## src/design/gmps_pkg.sv

```systemverilog
`timescale 1ns / 1ps
// ----------------------------------------------------------------------------
// gmps_pkg
// shared widths, types and helpers of the grid max path block
// ----------------------------------------------------------------------------
package gmps_pkg;

  localparam int unsigned MAX_ROWS   = 512;
  localparam int unsigned MAX_COLS   = 512;
  localparam int unsigned SKIP_LIMIT = 2;
  localparam int unsigned LAYERS     = SKIP_LIMIT + 1;

  localparam int unsigned VALUE_W   = 16;
  localparam int unsigned TOTAL_W   = 26;
  localparam int unsigned CNT_W     = 10;
  localparam int unsigned ROW_W     = (MAX_ROWS > 1) ? $clog2(MAX_ROWS) : 1;
  localparam int unsigned COL_W     = (MAX_COLS > 1) ? $clog2(MAX_COLS) : 1;
  localparam int unsigned CFG_IDX_W = 2;

  // register indexes of the configuration port
  localparam logic [CFG_IDX_W-1:0] CFG_ROW_COUNT = CFG_IDX_W'(0);
  localparam logic [CFG_IDX_W-1:0] CFG_COL_COUNT = CFG_IDX_W'(1);

  localparam logic signed [TOTAL_W:0] TOTAL_MAX = (TOTAL_W + 1)'((1 << (TOTAL_W - 1)) - 1);
  localparam logic signed [TOTAL_W:0] TOTAL_MIN = -(TOTAL_W + 1)'(1 << (TOTAL_W - 1));

  typedef logic signed [VALUE_W-1:0] value_t;
  typedef logic signed [TOTAL_W-1:0] total_t;
  typedef logic signed [TOTAL_W:0]   wide_t;
  typedef total_t [LAYERS-1:0]       trio_t;

  // where the cell sits, steers which neighbors feed it
  typedef struct packed {
    logic first_row;
    logic first_col;
  } pos_t;

  // clamp a grown sum into the stored total range
  function automatic total_t sat_total(input wide_t x);
    if (x > TOTAL_MAX) begin
      return TOTAL_MAX[TOTAL_W-1:0];
    end else if (x < TOTAL_MIN) begin
      return TOTAL_MIN[TOTAL_W-1:0];
    end
    return x[TOTAL_W-1:0];
  endfunction

  // zero acts as one, anything above the cap acts as the cap
  function automatic logic [CNT_W-1:0] eff_count(input logic [CNT_W-1:0] v,
                                                 input logic [CNT_W-1:0] cap);
    if (v == '0) begin
      return CNT_W'(1);
    end else if (v > cap) begin
      return cap;
    end
    return v;
  endfunction

endpackage

```

## src/design/gmps_cell_update.sv

```systemverilog
`timescale 1ns / 1ps
// ----------------------------------------------------------------------------
// gmps_cell_update
// per-cell recurrence: best totals for each skip budget and their maximum
// ----------------------------------------------------------------------------
module gmps_cell_update (
  input  gmps_pkg::value_t cell_value_i,
  input  gmps_pkg::trio_t  above_i,
  input  gmps_pkg::trio_t  left_i,
  input  gmps_pkg::pos_t   pos_i,
  output gmps_pkg::trio_t  cur_o,
  output gmps_pkg::total_t best_o
);
  import gmps_pkg::*;

  trio_t prev;

  // best predecessor per layer
  always_comb begin
    for (int s = 0; s < LAYERS; s++) begin
      if (pos_i.first_row && pos_i.first_col) begin
        prev[s] = '0;
      end else if (pos_i.first_row) begin
        prev[s] = left_i[s];
      end else if (pos_i.first_col) begin
        prev[s] = above_i[s];
      end else begin
        prev[s] = (above_i[s] > left_i[s]) ? above_i[s] : left_i[s];
      end
    end
  end

  // take the cell, or neutralize it by spending one skip
  always_comb begin
    wide_t t;
    wide_t skip;
    for (int s = 0; s < LAYERS; s++) begin
      skip = '0;
      t = wide_t'(prev[s]) + wide_t'(cell_value_i);
      if (s > 0 && cell_value_i < 0) begin
        skip = wide_t'(prev[s-1]);
        if (skip > t) t = skip;
      end
      cur_o[s] = sat_total(t);
    end
  end

  always_comb begin
    best_o = cur_o[0];
    for (int s = 1; s < LAYERS; s++) begin
      if (cur_o[s] > best_o) best_o = cur_o[s];
    end
  end

endmodule

```

## config.mk

```make
export PLATFORM = sky130hd
export DESIGN_NAME = gmps_cell_update
export DESIGN_NICKNAME = d
export VERILOG_FILES = /design/src/design/gmps_pkg.sv /design/src/design/gmps_cell_update.sv
export SDC_FILE = /design/constraint.sdc
export NUM_CORES = 1
export LEC_CHECK = 0
export BUFFER_PORTS_ARGS = -buffer_cell sky130_fd_sc_hd__buf_4
export CAP_MARGIN = 10
export CORE_MARGIN = 2
export CORE_UTILIZATION = 27
export DETAILED_ROUTE_END_ITERATION = 10
export GPL_TIMING_DRIVEN = 0
export MAX_ROUTING_LAYER = met4
export SYNTH_ARGS = -nofsm -noshare
export SYNTH_HDL_FRONTEND = slang
export SYNTH_SLANG_ARGS = --single-unit
export TNS_END_PERCENT = 5
```

## constraint.sdc

```tcl
create_clock -name vclk -period 14.3
set_input_delay 0.715 -clock vclk [all_inputs]
set_output_delay 0.715 -clock vclk [all_outputs]
set_load 0.005 [all_outputs]
```

Yosys cells after proc, flatten, opt, wreduce, memory -nomap -nowiden
Cells that the tools add are included.
{"block": "word_totals", "regBits": 0, "latch_bits": 0, "ramBits": 0, "romBits": 0, "in_bits": 174, "out_inout_bits": 104, "elab_cells": 51, "memories": 0}
{"block": "op_classes", "addsub": 3, "multipliers": 0, "n_div": 0, "magnitude_cmp": 14, "eq_ne": 0, "shifts": 0, "muxes": 33, "bitwise_logic": 0, "reduce_logical": 1}
{"op": "26-bit two-way mux", "count": 23}
{"op": "26-bit > comparator", "count": 5}
{"op": "27-bit two-way mux", "count": 4}
{"op": "26-bit by 16-bit adder with 27-bit output", "count": 3}
{"op": "27-bit by 26-bit > comparator with 1-bit output, second input constant", "count": 3}
{"op": "27-bit by 26-bit less-than comparator with 1-bit output, second input constant", "count": 3}
{"op": "26-bit by 27-bit > comparator with 1-bit output", "count": 2}
{"op": "16-bit by 1-bit less-than comparator with 1-bit output, second input constant", "count": 1}
{"op": "1-bit two-way mux", "count": 6}
{"op": "1-bit logical AND", "count": 1}

Longest topological paths before layout
{"block": "depth", "depth_word": 17, "depth_mapped": 71}

Worst setup path after synthesis
Ideal clock, no wire load.
{"block": "synth_timing", "path_kind": "in2out", "start": "input port left_i[51] in the netlist's numbering", "end": "output port best_o[18]", "arrival_ps": 13141, "t_required_ps": 13585, "path_slack_ps": 444, "cell_stages": 65, "path_cell_list": "inv_1 -> ha_1 -> nand4_4 -> nor3_2 -> a2111oi_4 -> o221ai_2 -> o21bai_4 -> buf_6 -> nand2_1 -> clkbuf_1 -> buf_1 -> nand2_1 -> o31ai_1 -> ha_1 -> a21o_1 -> and2_1 -> or2_2 -> a2111oi_1 -> [29 not listed] -> inv_1 -> ha_1 -> nor2b_1 -> o21a_1 -> o21a_1 -> o21a_1 -> o21ai_0 -> nand2b_1 -> a21oi_1 -> nor2b_1 -> o21ai_0 -> nand2b_1 -> a21oi_1 -> o21ai_0 -> a211oi_1 -> a221oi_1 -> clkbuf_1 -> mux2_2"}
{"item": "start, declared", "line_no": "gmps_cell_update.sv:9", "rtl": "input gmps_pkg::trio_t left_i,"}
{"item": "end, declared", "line_no": "gmps_cell_update.sv:12", "rtl": "output gmps_pkg::total_t best_o"}

Final worst setup path
{"block": "layout_timing", "start": "input port left_i[41] in the netlist's numbering", "end": "output port best_o[14]"}
{"block": "layout_via", "elab_chain_cells": 17, "word_cells_on_any_way": 28, "classes_between": "add/sub (1); order compare (9); mux (18)"}
{"item": "26-bit > comparator", "line_no": "gmps_cell_update.sv:28", "rtl": "prev[s] = (above_i[s] > left_i[s]) ? above_i[s] : left_i[s];"}
{"item": "26-bit two-way mux", "line_no": "gmps_cell_update.sv:28"}
{"item": "26-bit two-way mux", "line_no": "gmps_cell_update.sv:25", "rtl": "end else if (pos_i.first_col) begin"}
{"item": "26-bit two-way mux *", "line_no": "gmps_cell_update.sv:23", "rtl": "end else if (pos_i.first_row) begin"}
{"item": "26-bit two-way mux *", "line_no": "gmps_cell_update.sv:21", "rtl": "if (pos_i.first_row && pos_i.first_col) begin"}
{"item": "26-bit by 16-bit adder with 27-bit output", "line_no": "gmps_cell_update.sv:39", "rtl": "t = wide_t'(prev[s]) + wide_t'(cell_value_i);"}
{"item": "26-bit by 27-bit > comparator with 1-bit output", "line_no": "gmps_cell_update.sv:42", "rtl": "if (skip > t) t = skip;"}
{"item": "27-bit two-way mux", "line_no": "gmps_cell_update.sv:42"}
{"item": "27-bit two-way mux", "line_no": "gmps_cell_update.sv:40", "rtl": "if (s > 0 && cell_value_i < 0) begin"}
{"item": "27-bit by 26-bit less-than comparator with 1-bit output", "line_no": "gmps_pkg.sv:42", "rtl": "end else if (x < TOTAL_MIN) begin"}
{"item": "1-bit two-way mux", "line_no": "gmps_pkg.sv:42"}
{"item": "1-bit two-way mux", "line_no": "gmps_pkg.sv:40", "rtl": "if (x > TOTAL_MAX) begin"}
{"item": "26-bit two-way mux", "line_no": "gmps_pkg.sv:45", "rtl": "return x[TOTAL_W-1:0];"}
{"item": "26-bit > comparator", "line_no": "gmps_cell_update.sv:51", "rtl": "if (cur_o[s] > best_o) best_o = cur_o[s];"}
{"item": "26-bit two-way mux", "line_no": "gmps_cell_update.sv:51"}
{"item": "26-bit > comparator", "line_no": "gmps_cell_update.sv:51"}
{"item": "26-bit two-way mux *", "line_no": "gmps_cell_update.sv:51"}
Mark *: on every way between the ends. The rest lies on a longest branch, timed or not.

==> results by group <==
Pwr
  • Pwr Density: 164.2 nW/um2
  • Sw frac: 0.5484
  • Part of the power in combinational logic: 1.000
  • P_sw: 1.411 mW
  • Clk pwr share: 0
  • Int Pwr: 1.162 mW
  • Total Power: 2.574 mW
  • VDD IR max: 0.1234 mV
  • Part of the power in registers: 0
  • Leak pwr: 7.905 nW

GRT
  • Gr usage total: 0.2327
  • Largest net degree at the start of global routing: 35
  • Initial antenna violation count: 0
  • Vias in the first global route: 13.74k
  • Grt ovf: 0
  • First-pass GRT wire length: 81760 um

Setup path
  • Cell mode on critical path: o21a_1
  • Crit path max fanout: 10
  • Worst Setup End Kind: output port
  • CP Launch Type: input port
  • Slowest Stage Delay on Critical Path: 0.88 ns
  • CP Data Arrival Time: 13.17 ns
  • Slowest cell on the critical path: o31ai_1
  • Worst Path Required: 13.59 ns
  • Setup Crit Path Kind: in2out

Placement
  • Pre-CTS setup slack: -2.884 ns
  • Port buffer count: 277
  • Routability Congestion: 0.9825
  • Placed Cells incl. Taps: 2584
  • Post-detail-place hpwl: 47880 um

Yosys
  • Synth cell types: 84
  • Post-Syn Nets: 2139
  • Mean post-synth cell area: 7.048 um2
  • Synthesized area: 12080 um2
  • Mapped Cells: 1714
  • Yosys Warn Count: 0
  • Seq/Total Area, Yosys: 0

Drt
  • Final wirelength: 55090 um
  • Post-route ant nets: 0
  • Vias per cell: 5.455
  • Drt pass-1 iters: 5
  • Routed wire per std cell: 21.15 um
  • DR DRC count: 0
  • 1st-iter DRT viols: 1123
  • Vias: 14.21k

Die
  • Rows: 77
  • Core Box Area: 44220 um2
  • Starting density of the core: 0.2732
  • Die area: 46450 um2
  • Die Width: 215.5 um
  • Die Y: 215.5 um
  • Ports: 278

Final layout
  • Most frequent cells in the layout: buf_4 (306), ha_1 (244), inv_1 (193)
  • Clock buffers: 0
  • Fillers: 4744
  • P&R area growth vs syn: 29.76%
  • Seq_cells: 0
  • # diodes: 0
  • Commonest non-fill, non-tap cell in the layout: buf_4
  • Layout cells sized above 1: 0.2543
  • Final nets: 2440
  • Non-Filler Instances: 2605
  • Register area: 0 um2

STA
  • Setup TNS: 0 ns
  • Slew Limit Fails: 0
  • Final critical-path required period: 13.89 ns
  • Hold slack: 2.050 ns
  • Period utilization: 0.9711
  • Final WS setup: 0.4133 ns
  • Rel. slew slack: 0.2758
  • Worst-margin pin slew: 1.077 ns
  • Final setup vio count: 0
  • Hold violation count in the final report: 0
  • Achievable Freq: 72.01 MHz

Worst hold path
  • Hold Path Class: in2out
  • Worst hold stages: 6

Run
  • Max_cap viols: 0

Outcome
  • Run status: complete, no violations
[cells in the mapped netlist, types with 6 or more instances]
library cell	instances	area, um2
a211o_1	6	52.55
a211oi_1	11	82.58
a211oi_2	6	75.07
a21boi_0	6	45.04
a21o_1	73	548.0
a21oi_1	141	705.7
a31oi_1	18	112.6
and2_1	7	43.79
and3_1	11	68.82
buf_1	6	22.52
clkbuf_1	42	157.7
ha_1	249	3115
inv_1	194	728.2
maj3_1	19	190.2
mux2_2	46	518.0
mux2i_1	59	590.6
nand2_1	108	405.4
nand2b_1	16	100.1
nand3_1	23	115.1
nand4_1	46	287.8
nor2_1	165	619.3
nor2b_1	25	156.4
nor3_1	34	170.2
nor3_2	6	60.06
nor4_1	8	50.05
o211ai_1	16	120.1
o21a_1	42	315.3
o21ai_0	74	370.4
o21ai_1	9	45.04
o21bai_1	10	75.07
o31a_1	6	52.55
o31ai_1	33	247.7
or2_2	18	112.6
or3_1	11	68.82
xnor2_1	36	315.3
xor2_1	32	280.3
[routing by layer]
metal	vias to the layer above	GRT usage	routed length (um)
met4	0	0.07425	2301
li1	6879	-	-
met1	6720	0.2957	24230
met2	512	0.3897	25610
met3	99	0.02016	2948
met5	-	-	0
[through the flow]
stage	area [um2]	util
3_3_place_gp	14900	0.3370
5_1_grt	15680	0.3545
3_5_place_dp	14910	0.3371
2_1_floorplan	12080	-
6_report	15680	0.3545
4_1_cts	15240	0.3446
[cells by family (layout without fill, tap and decap cells)]
family | after synthesis | in the layout | synth area share
compound gates | 520 | 520 | 0.2974
xor+xnor | 68 | 68 | 0.04930
buf+inv | 250 | 549 | 0.08079
simple gates | 501 | 501 | 0.2038
fa+ha+maj | 270 | 270 | 0.2770
mux | 105 | 105 | 0.09177
[layout make-up]
type	count	area (um2)	share of cell area
Inverter	194	728.2	0.04646
Buffer	53	295.3	0.01884
Multi-Input combinational cell	1464	11640	0.7428
Timing Repair Buffer	302	2267	0.1446
Tap cell	592	740.7	0.04725
[worst max-delay path: cells and delay by family]
kind,cells,cell delay [ns]
AOI/OAI and AO/OA,33,6.33
and+or+nand+nor,16,2.64
buffers and inverters,10,1.52
adders and majority gates,5,1.48
muxes,1,0.31
xor gates and xnor gates,1,0.17
[power by group through the flow]
stage,registers [mW],logic (mW),clock network [mW]
3_3_place_gp,0,2.34,0
6_report,0,2.57,0
3_5_place_dp,0,2.36,0
5_1_grt,0,2.77,0
2_1_floorplan,0,1.38,0
4_1_cts,0,2.48,0
[worst paths after layout]
path | start | to | slack [ns]
setup / recovery | left_i[41] | best_o[14] | 0.41
hold / removal | above_i[28] | cur_o[54] | 2.05
[timing repair]
item | in CTS | in global routing
endpoints found under the setup margin | 26 | 26
setup buffers | 9 | 15
pin swaps | 8 | 20
resized for setup | 66 | 83
hold buffers | 0 | 0
Power figures use the tool's default switching activity.
